## config.mk

```make
export PLATFORM = sky130hd
export DESIGN_NAME = sapp_mul
export DESIGN_NICKNAME = d
export VERILOG_FILES = /design/src/hdl/sapp_pkg.sv /design/src/hdl/sapp_mul.sv
export SDC_FILE = /design/constraint.sdc
export NUM_CORES = 2
export LEC_CHECK = 0
export BUFFER_PORTS_ARGS = -buffer_cell sky130_fd_sc_hd__clkbuf_2
export CAP_MARGIN = 40
export CORE_MARGIN = 4
export CORE_UTILIZATION = 69
export DETAILED_ROUTE_END_ITERATION = 8
export PLACE_DENSITY_LB_ADDON = 0.05
export SYNTH_ARGS = -nofsm -noshare
export SYNTH_HDL_FRONTEND = slang
export SYNTH_SLANG_ARGS = --single-unit
```

## constraint.sdc

```tcl
create_clock -name clk -period 19 [get_ports clk]
set_input_delay 1.9 -clock clk [delete_from_list [all_inputs] [get_ports clk]]
set_output_delay 1.9 -clock clk [all_outputs]
set_load 0.005 [all_outputs]
```

## src/hdl/sapp_pkg.sv

```systemverilog
// Shared widths, codes and types for the session send admission policer.
// No dependencies; every module of the block imports this package.
`default_nettype none
package sapp_pkg;

  localparam int TIME_W   = 48;
  localparam int QDEPTH   = 64;
  localparam int FRAC_W   = 20;
  localparam int CAP_W    = 24;
  localparam int TOK_W    = CAP_W + FRAC_W;
  localparam int RATE_W   = 32;
  localparam int LEN_W    = 16;
  localparam int TOT_W    = 25;
  localparam int MUL_W    = 24;
  localparam int NCH      = (TIME_W + MUL_W - 1) / MUL_W;
  localparam int PAD_W    = NCH * MUL_W;
  localparam int PROD_W   = MUL_W + RATE_W;
  localparam int ACC_W    = PAD_W + RATE_W;
  localparam int IDX_W    = $clog2(NCH);
  localparam int HEAD_W   = $clog2(QDEPTH);
  localparam int CNT_W    = $clog2(QDEPTH + 1);
  localparam int ADDR_W   = 5;

  typedef enum logic [2:0] {
    CMD_ENQ      = 3'd0,
    CMD_DEQ      = 3'd1,
    CMD_RECV     = 3'd2,
    CMD_TICK     = 3'd3,
    CMD_HB_QUERY = 3'd4,
    CMD_HB_SENT  = 3'd5
  } cmd_t;

  typedef enum logic [2:0] {
    ST_OK        = 3'd0,
    ST_NOT_CONN  = 3'd1,
    ST_RATE_LIM  = 3'd2,
    ST_REJECTED  = 3'd3,
    ST_OVF_DISC  = 3'd4,
    ST_TIMEOUT   = 3'd5,
    ST_EMPTY     = 3'd6
  } status_t;

  typedef enum logic [1:0] {
    OVF_DISCONNECT = 2'd0,
    OVF_DROP_OLD   = 2'd1,
    OVF_REJECT     = 2'd2
  } ovf_t;

  typedef enum logic [2:0] {
    REG_CAPACITY  = 3'd0,
    REG_REFILL    = 3'd1,
    REG_QLIMIT    = 3'd2,
    REG_OVF_MODE  = 3'd3,
    REG_RX_TMO    = 3'd4,
    REG_HB_PERIOD = 3'd5
  } reg_idx_t;

  typedef enum logic [3:0] {
    S_IDLE,
    S_EXEC,
    S_MUL,
    S_ACC,
    S_REFILL,
    S_CHARGE,
    S_DROP,
    S_DROP_WAIT,
    S_PUSH,
    S_DEQ_WAIT,
    S_DONE
  } state_t;

endpackage
`default_nettype wire

```

## src/hdl/sapp_mul.sv

```systemverilog
// Shared partial-product multiplier: one time chunk by the refill rate.
// Depends on sapp_pkg; the product is registered.
`default_nettype none
module sapp_mul (
  input  wire logic                        clk,
  input  wire logic [sapp_pkg::MUL_W-1:0]  a,
  input  wire logic [sapp_pkg::RATE_W-1:0] b,
  output logic      [sapp_pkg::PROD_W-1:0] p
);
  import sapp_pkg::*;

  // register the partial product
  always_ff @(posedge clk) begin
    p <= PROD_W'(a) * PROD_W'(b);
  end

endmodule
`default_nettype wire
```

# [Yosys cells after proc, flatten, opt, wreduce, memory -nomap -nowiden]
# Index checks and enable logic that the tools add are counted.
[word_totals] regBits=56 in_bits=57 output_inout_bits=56 word_cells=2
[classes] mul=1
[op_table] cell="multiplier 24 x 32 -> 56 bit" count=1

# [Longest topological paths before layout]
[logic_depth] ltp_word=1 mapped_depth=25 depth_no_buf=23

# [Worst setup path after synthesis]
# No wires, ideal clock.
[synth_path] path_kind="input to register" startpoint="input a[3] (netlist bit)" endpoint="register p[37] (netlist bit)" setup_time_ps=91 arrival_ps=7746 required_ps=18909 setup_slack_ps=11163 cell_stages=23 path_buffers=2 cell_sequence="clkbuf_1 nand2_1 fa_1 inv_1 fa_1 inv_1 fa_1 fa_1 inv_1 fa_1 fa_1 inv_1 fa_1 inv_1 ha_1 buf_6 a21o_1 o21bai_1 a221o_1 a21o_1 and3_1 a311o_1 a311oi_1"
[synth_via] elab_chain_len=1
[synth_lines] element="from (decl)" line="sapp_mul.sv:6" rtl="input wire logic [sapp_pkg::MUL_W-1:0] a,"
[synth_lines] element="multiplier 24 x 32 -> 56 bit" line="sapp_mul.sv:14" rtl="p <= PROD_W'(a) * PROD_W'(b);"
[synth_lines] element="to (signal assigned)" line="sapp_mul.sv:14"
[synth_lines] element="to (decl)" line="sapp_mul.sv:8" rtl="output logic [sapp_pkg::PROD_W-1:0] p"
# Every way passes these cells.

# [Worst setup path in the final report]
[layout_path] startpoint="input a[3] (netlist bit)" endpoint="register p[46] (netlist bit)"
# The elaborated chain is that of the path after synthesis.

==> impl_results.md <==
* Status: complete, no violations
* Dominant synthesized flop cell: dfxtp_1
* WP data required at 19180 ps
* Biggest register: p
* Vias/cell at 5.81
* Post-route non-filler standard cell count at 3415
* DRT antenna net count at 0
* First-pass GRT wire length at 115000 um
* Max reg flops at 56
* WHS at 2140 ps
* Routed len/inst at 20.8 um
* Via count at 19900
* Least-Margin Pin Slew at 975 ps
* Sequential area share after synthesis at 4.28%
* Setup ws final at 10210 ps
* Hold-fix buffers, CTS at 0
* Synthesized area at 26200 um2
* Routability cong. at 0.927
* Fillers at 2998
* Startpoint Class: input port
* Number of flops mapped to enable cells by yosys at 0
* Fin Setup TNS at 0 ps
* Die X at 203 um
* Syn avg cell area at 8.93 um2
* Largest regs: p: 56 flops
* Setup Buffers After CTS at 0
* GR Layer Usage met3 at 3.96%
* Crit path max fanout at 32
* Cells after Synth at 2935
* CTS root buf: clkbuf_16
* Gr usage total at 35.8%
* Share of layout cells above drive strength 1 at 4.93%
* Worst hold-check path type: in2reg
* Worst slack at placement at 9990 ps
* Die Ht at 203 um
* Routed WL at 71000 um
* Clk buf depth at 2
* DRC at 0
* Grt met1 use at 42.3%
* Final Cycle Share at 46.3%
* Initial Util at 69.7%
* Synth warn at 0
* Unrepaired setup endpoints after global routing: no
* Met2 Use GR at 63.9%
* Synth top area cells: fa_1 50%, inv_1 10%, and2_1 9.4%, ha_1 8.7%, nand2_1 6.1%
* Yosys reg bits at 56
* Post-cts sizing count at 0
* CP Capture Type: flop
* Post-DP HPWL at 54900 um
* Row cnt at 71
* Syn nets at 3832
* Num CTS Buffers at 5
* H-Tree Depth at 2
* Final Critical Period at 8790 ps
* # port buffers at 112
* Antenna violations before repair at 4
* Area grow syn2layout at 2.93%
* Area leader, netlist: fa_1
* CTS sink count at 56
* Fin. Hold Viols at 0
* Max-Cap Viols at 0
* Fin nets at 3797
* Arrival @ worst endpoint at 8980 ps
* Fmax at 114 MHz
* # IOs at 113
* CTS tree: yes
* Largest net degree at the start of global routing at 33
* Total gr overflow at 0
* Global routing's busiest layer: met2
* Synth top area share at 50.3%
* Post-synth cell types at 66
* Vias in the first global route at 22400
* Commonest non-fill, non-tap cell in the layout: inv_1
* Max Slew Vio Count at 0
* Slew margin rel. at 35.0%
* Die ar. at 41200 um2
* Setup violators final at 0
* TritonRoute pass-1 iters at 6
* Clock transition at path regs at 70 ps
* Worst Setup Path Type: in2reg
* Core area at 37600 um2
* Ys async rst share at 0%
* Initial drt markers at 1052
* Dpl cells at 3404
* Commonest cells after routing, fill and taps aside: 727 x inv_1, 658 x fa_1, 424 x nand2_1
## path summary, 6_finish.rpt
check  startpoint     to  cells past startpoint
max          a[3]  p[46]                     23
min          b[0]   p[0]                      3
## cells in the mapped netlist, types with 6 or more instances
cell type,count
and2_1,392
buf_2,6
xor2_1,16
dfxtp_1,56
clkbuf_1,147
a21o_1,19
o21bai_1,12
and3_1,10
nor2_1,32
xnor2_1,31
o211ai_1,8
nand2_1,424
o21a_1,6
ha_1,182
nand4_1,12
fa_1,658
o21ai_0,29
a211oi_1,10
inv_1,727
a21oi_1,61
nand3_1,20
## kinds of logic (layout without fill, tap and decap cells)
kind of cell	Yosys count	after routing	synth area share (%)
flops	56	56	4.28
compound gates	194	194	5.01
xor+xnor	47	47	1.57
other cells	0	3	0
buf+inv	883	849	12.7
fa+ha+maj	840	840	59.0
simple gates	915	915	17.5
## layer usage
layer	vias up	share of wire, %
met5	-	0.035
met4	4	7.2
met3	321	7.2
met2	986	51
met1	10100	34
li1	8413	-
## per-stage QoR
step                utilization, %  instance area, um2
finish                        71.8               27000
global placement              71.4               26800
CTS                           71.8               27000
floorplan                        -               26200
detailed placement            71.4               26800
global route                  71.8               27000
## critical path, stage by stage
cell and delay (ps):
clkbuf_2 630, nand2_1 180, fa_1 570, inv_1 50, fa_1 500, inv_1 60
fa_1 500, fa_1 520, inv_1 70, fa_1 560, fa_1 510, inv_1 50
fa_1 470, inv_1 50, ha_1 390, a211oi_1 340, o211ai_1 180, a21oi_1 260
o211ai_1 140, and3_1 220, a211oi_2 420, o21ai_0 210, xor2_1 180
## final cells by class
type / instances / area (um2) / share of cell area [%]
inverters: 727 / 2730 / 10.1
repair buffers: 114 / 576 / 2.13
flip-flops and latches: 56 / 1120 / 4.16
multi-input cells: 1996 / 21800 / 80.6
clock buffers: 5 / 125 / 0.464
diodes: 3 / 7.51 / 0.0278
clock inverters: 3 / 26.3 / 0.0974
well taps: 511 / 639 / 2.37
Power is left out: the tool's default activity adds up to more than one toggle a clock period on the data nets, which glitch-free logic cannot reach.
