## src/hdl/sapp_pkg.sv

```systemverilog
// Shared widths, codes and types for the session send admission policer.
// No dependencies; every module of the block imports this package.
`default_nettype none
package sapp_pkg;

  localparam int TIME_W   = 48;
  localparam int QDEPTH   = 64;
  localparam int FRAC_W   = 20;
  localparam int CAP_W    = 24;
  localparam int TOK_W    = CAP_W + FRAC_W;
  localparam int RATE_W   = 32;
  localparam int LEN_W    = 16;
  localparam int TOT_W    = 25;
  localparam int MUL_W    = 24;
  localparam int NCH      = (TIME_W + MUL_W - 1) / MUL_W;
  localparam int PAD_W    = NCH * MUL_W;
  localparam int PROD_W   = MUL_W + RATE_W;
  localparam int ACC_W    = PAD_W + RATE_W;
  localparam int IDX_W    = $clog2(NCH);
  localparam int HEAD_W   = $clog2(QDEPTH);
  localparam int CNT_W    = $clog2(QDEPTH + 1);
  localparam int ADDR_W   = 5;

  typedef enum logic [2:0] {
    CMD_ENQ      = 3'd0,
    CMD_DEQ      = 3'd1,
    CMD_RECV     = 3'd2,
    CMD_TICK     = 3'd3,
    CMD_HB_QUERY = 3'd4,
    CMD_HB_SENT  = 3'd5
  } cmd_t;

  typedef enum logic [2:0] {
    ST_OK        = 3'd0,
    ST_NOT_CONN  = 3'd1,
    ST_RATE_LIM  = 3'd2,
    ST_REJECTED  = 3'd3,
    ST_OVF_DISC  = 3'd4,
    ST_TIMEOUT   = 3'd5,
    ST_EMPTY     = 3'd6
  } status_t;

  typedef enum logic [1:0] {
    OVF_DISCONNECT = 2'd0,
    OVF_DROP_OLD   = 2'd1,
    OVF_REJECT     = 2'd2
  } ovf_t;

  typedef enum logic [2:0] {
    REG_CAPACITY  = 3'd0,
    REG_REFILL    = 3'd1,
    REG_QLIMIT    = 3'd2,
    REG_OVF_MODE  = 3'd3,
    REG_RX_TMO    = 3'd4,
    REG_HB_PERIOD = 3'd5
  } reg_idx_t;

  typedef enum logic [3:0] {
    S_IDLE,
    S_EXEC,
    S_MUL,
    S_ACC,
    S_REFILL,
    S_CHARGE,
    S_DROP,
    S_DROP_WAIT,
    S_PUSH,
    S_DEQ_WAIT,
    S_DONE
  } state_t;

endpackage
`default_nettype wire

```

## src/hdl/sapp_lenq.sv

```systemverilog
// Length queue storage: one write port, one registered read port.
// Depends on sapp_pkg.
`default_nettype none
module sapp_lenq (
  input  wire logic                       clk,
  input  wire logic                       we,
  input  wire logic [sapp_pkg::HEAD_W-1:0] waddr,
  input  wire logic [sapp_pkg::LEN_W-1:0]  wdata,
  input  wire logic [sapp_pkg::HEAD_W-1:0] raddr,
  output logic      [sapp_pkg::LEN_W-1:0]  rdata
);
  import sapp_pkg::*;

  logic [LEN_W-1:0] mem [QDEPTH];

  // write one word, read the head word every cycle
  always_ff @(posedge clk) begin
    if (we) begin
      mem[waddr] <= wdata;
    end
    rdata <= mem[raddr];
  end

endmodule
`default_nettype wire

```

## config.mk

```make
export PLATFORM = sky130hd
export DESIGN_NAME = sapp_lenq
export DESIGN_NICKNAME = d
export VERILOG_FILES = /design/src/hdl/sapp_pkg.sv /design/src/hdl/sapp_lenq.sv
export SDC_FILE = /design/constraint.sdc
export NUM_CORES = 1
export LEC_CHECK = 0
export BUFFER_PORTS_ARGS = -buffer_cell sky130_fd_sc_hd__buf_4
export CAP_MARGIN = 10
export CORE_UTILIZATION = 35
export DETAILED_ROUTE_END_ITERATION = 8
export GPL_ROUTABILITY_DRIVEN = 0
export PLACE_DENSITY_LB_ADDON = 0.12
export SETUP_SLACK_MARGIN = 0.1
export SYNTH_ARGS = -nofsm -noshare
export SYNTH_HDL_FRONTEND = slang
export SYNTH_SLANG_ARGS = --single-unit
```

## constraint.sdc

```tcl
create_clock -name clk -period 3.52 [get_ports clk]
set_input_delay 0.176 -clock clk [delete_from_list [all_inputs] [get_ports clk]]
set_output_delay 0.176 -clock clk [all_outputs]
set_load 0.02 [all_outputs]
```

## After elaboration in Yosys (flattened, before gate mapping)

Memories as Yosys holds them, arrays and structs flattened. A register that Yosys moved wholly into a read port is not among the register bits.
Index checks and enable logic that the tools add are counted.

| storage, ports and cells | value |
|---|---|
| bits in registers | 0 |
| RAM bits | 1024 |
| output and inout port bits | 16 |
| word-level logic and storage cells | 3 |
| memories kept | 1 |

Memories:

| name | words | bits a word | read ports | clocked after Yosys merged registers in | wr ports | line | RTL |
|---|---|---|---|---|---|---|---|
| mem | 64 | 16 | 1 | 1 | 1 | sapp_lenq.sv:14 | `logic [LEN_W-1:0] mem [QDEPTH];` |

| cells by class | value |
|---|---|
| mux-type cells | 2 |

Operators with widths:

| cell | count |
|---|---|
| 2-to-1 mux 1 bit | 2 |

## Longest topological paths before layout

| logic depth | value |
|---|---|
| word-level depth | 2 |
| depth in mapped cells | 10 |
| mapped depth without buffers | 5 |

## Worst setup path before layout

No wires, ideal clock.

| timing | value |
|---|---|
| path kind | input to register |
| start point | input port waddr[3] (netlist bit) |
| end point | memory mem[48][0], enable pin |
| arrival time | 1802 ps |
| required time | 3111 ps |
| setup slack | 1309 ps |
| cell stages on the path | 4 |
| buffers on the path | 1 |
| cell sequence | clkbuf_1 -> nor2b_1 -> nand4b_1 -> nor3_1 |

RTL lines:

| item | line | RTL |
|---|---|---|
| start, declared | sapp_lenq.sv:7 | `input wire logic [sapp_pkg::HEAD_W-1:0] waddr,` |
| end, declared | sapp_lenq.sv:14 |  |

No word-level cell before the write port.

==> impl_metrics.tcl <==
set metrics [dict create \
    reg2reg_depth 4 \
    vias 19000 \
    cts-root-buf "clkbuf_16" \
    drtIter0Drc 1751 \
    rows 123 \
    drv_cap 0 \
    critPathKind "in2reg" \
    endpoint "rdata[4]$_DFF_P_" \
    io_buffers 45 \
    layout_common_cells "edfxtp_1 (1024), mux4_2 (220), buf_4 (150)" \
    initial_utilization_pct 35.4 \
    fin_crit_ns 2.70 \
    postSynthAreaPerCell_um2 21.9 \
    power_density_nw_per_um2 571 \
    clk_latency_ns 0.68 \
    coreArea_um2 113000 \
    final_layout_size_suffix_gt1_share_pct 26.9 \
    grt_usage_pct 18.7 \
    whs_ns 0.0813 \
    synth_async_sr_flop_share_pct 0 \
    max_freq_ghz 0.370 \
    dp_worst_setup_slack_ns 0.141 \
    synth_top_area_share_pct 76.8 \
    synthFlopType "edfxtp_1" \
    skew_ns 0.0232 \
    syn_nets 1859 \
    cts.htree.levels 3 \
    arrival_ns 3.19 \
    run_status "completed" \
    die_y_um 340 \
    via_per_inst 5.29 \
    slew_headroom_pct 1.70 \
    cts_buffer_depth 3 \
    crit_path_end_kind "flop" \
    tightest_slew_ns 1.47 \
    clk_pin_slew_ns 0.06 \
    setup_ws_ns 0.819 \
    required_ns 4.00 \
    ios 46 \
    cts_tree "yes" \
    synth.largest_area_cell "edfxtp_1" \
    ys_warn_count 0 \
    synthTopCellsByArea "edfxtp_1 (77%), mux4_2 (12%), mux2i_1 (2.1%)" \
    min_path_type "in2reg" \
    fillCellCount 10100 \
    final-seq-area_um2 31100 \
    fin_setup_tns_ns 0 \
    grt_pass1_wl_um 152000 \
    wl_per_cell_um 29.9 \
    drc 0 \
    peakVddDrop_mv 0.410 \
    dpl-instance-area_um2 42600 \
    postRouteAntennaNets 0 \
    worstSetupStartpoint "raddr[0]" \
    worstReg2RegEnd "rdata[1]$_DFF_P_" \
    min-delay-start "wdata[9]" \
    synth-seq-cells 1040 \
    cpPeakStageDelay_ns 1.15 \
    start_kind "input pin" \
    yosysSeqAreaShare_pct 77.6 \
    p_leak_nw 14.5 \
    r2r_start "mem[61][1]$_DFFE_PP_" \
    grt_start_max_net_pins 72 \
    die_area_um2 116000 \
    final_common_cell "edfxtp_1" \
    syn_area_um2 40000 \
    grt_overflow 0 \
    crit_path_max_fanout 26 \
    synth_cell_type_count 43 \
    drv_slew 0 \
    hold_violations 0 \
    final_cell_area_um2 46000 \
    die_w_um 340 \
    rrSetupSlack_ns 0.93 \
    crit_slowest_cell "a221oi_1" \
    setup_viol 0 \
    cts_buffers 111 \
    area_growth_pct 15.0 \
    rsz0062_at_grt "false" \
    grt_pass1_vias 19400 \
    dr.pass1.iters 5 \
    antenna_found_initial 11 \
    multi_input_area_um2 8250 \
    synth_edf_count 1024 \
    routed_wl_um 108000 \
    postCtsSetupRepairBufs 0 \
    post-dp-hpwl_um 63900 \
    crit_path_cell_trace "buf_8, buf_12, buf_4, mux4_2, mux2_2, a221oi_1, a311oi_1" \
    syn-instance-count 1829 \
    fin_crit_sh_pct 76.7 \
    final_nets 2033 \
    clkSinkCount 1040 \
]
## stage by stage
step                      instances  util (%)  power (mW)
after floorplan                1829         -        14.7
final                          3596      40.8        26.3
after global routing           3594      40.8        27.1
after global placement         3389      37.7        15.5
after CTS                      3594      40.8        26.6
after detailed placement       3389      37.7        15.5
## Yosys cell counts, drive strengths merged, types with 6 or more instances
cell,count
a22oi,39
a311oi,8
buf,77
dfxtp,16
nand4,12
clkbuf,27
mux2i,85
a221oi,16
mux4,224
a211oi,8
nor2b,30
nand3,24
nor2,74
a21oi,17
a211o,8
a221o,6
o21ai,8
a22o,6
edfxtp,1024
nand2,60
a31oi,8
mux2,27
## flip-flops by register name, summed over array words and instances, names as in the netlist
signal and cells:
mem 1024, rdata 16
## worst max-delay path: cells and delay by family
kind	cells	cell delay [ns]
multiplexers	2	0.83
buffers and inverters	3	0.91
AO/OA/AOI/OAI	2	1.23
## how the worst min path moves through the flow
stage | endpoint | cells after the start | slack [ns]
detailed placement | rdata[11] | 1 | 0.61
global route | mem[11][9]$_DFFE_PP_ | 1 | 0.09
finish | mem[8][9]$_DFFE_PP_ | 1 | 0.08
CTS | mem[49][8]$_DFFE_PP_ | 1 | 0.07
floorplan | mem[0][0]$_DFFE_PP_ | 0 | 0.27
global placement | rdata[11] | 1 | 0.60
## layer usage
layer	share of wire (%)	track usage [%]	routed length (um)
met5	0.020	0	21
met4	2.2	4.42	2400
met3	7.7	4.79	8330
met2	47	29.2	50400
met1	43	26.3	46500
## cells by family after synthesis
| family | after synthesis | share of synthesized area (%) |
|---|---|---|
| DFF | 1040 | 77.6 |
| muxes | 336 | 15.5 |
| and+or+nand+nor | 220 | 2.65 |
| AOI/OAI and AO/OA | 129 | 2.41 |
| buffers and inverters | 104 | 1.83 |
## layout make-up
type,instances,area share (%)
diodes,2,0.0109
clock buffers,148,6.45
clock inverters,56,1.04
multi-input cells,685,17.9
flip-flops and latches,1040,67.5
well taps,1500,4.08
repair buffers,165,3.04
## report_power, final
group	total [mW]	internal, mW	switching, mW	leakage (nW)
clock	11.1	6.46	4.66	1.67
sequential	13.8	13.7	0.0731	9.35
combinational	1.39	0.492	0.896	3.48
total	26.3	20.7	5.63	14.5
## repair_timing
item | in CTS | in global routing
hold endpoints to repair | 3 | 0
resized for setup | 0 | 0
hold buffers | 1 | 0
No activity file was read; power rests on OpenSTA's default activity.
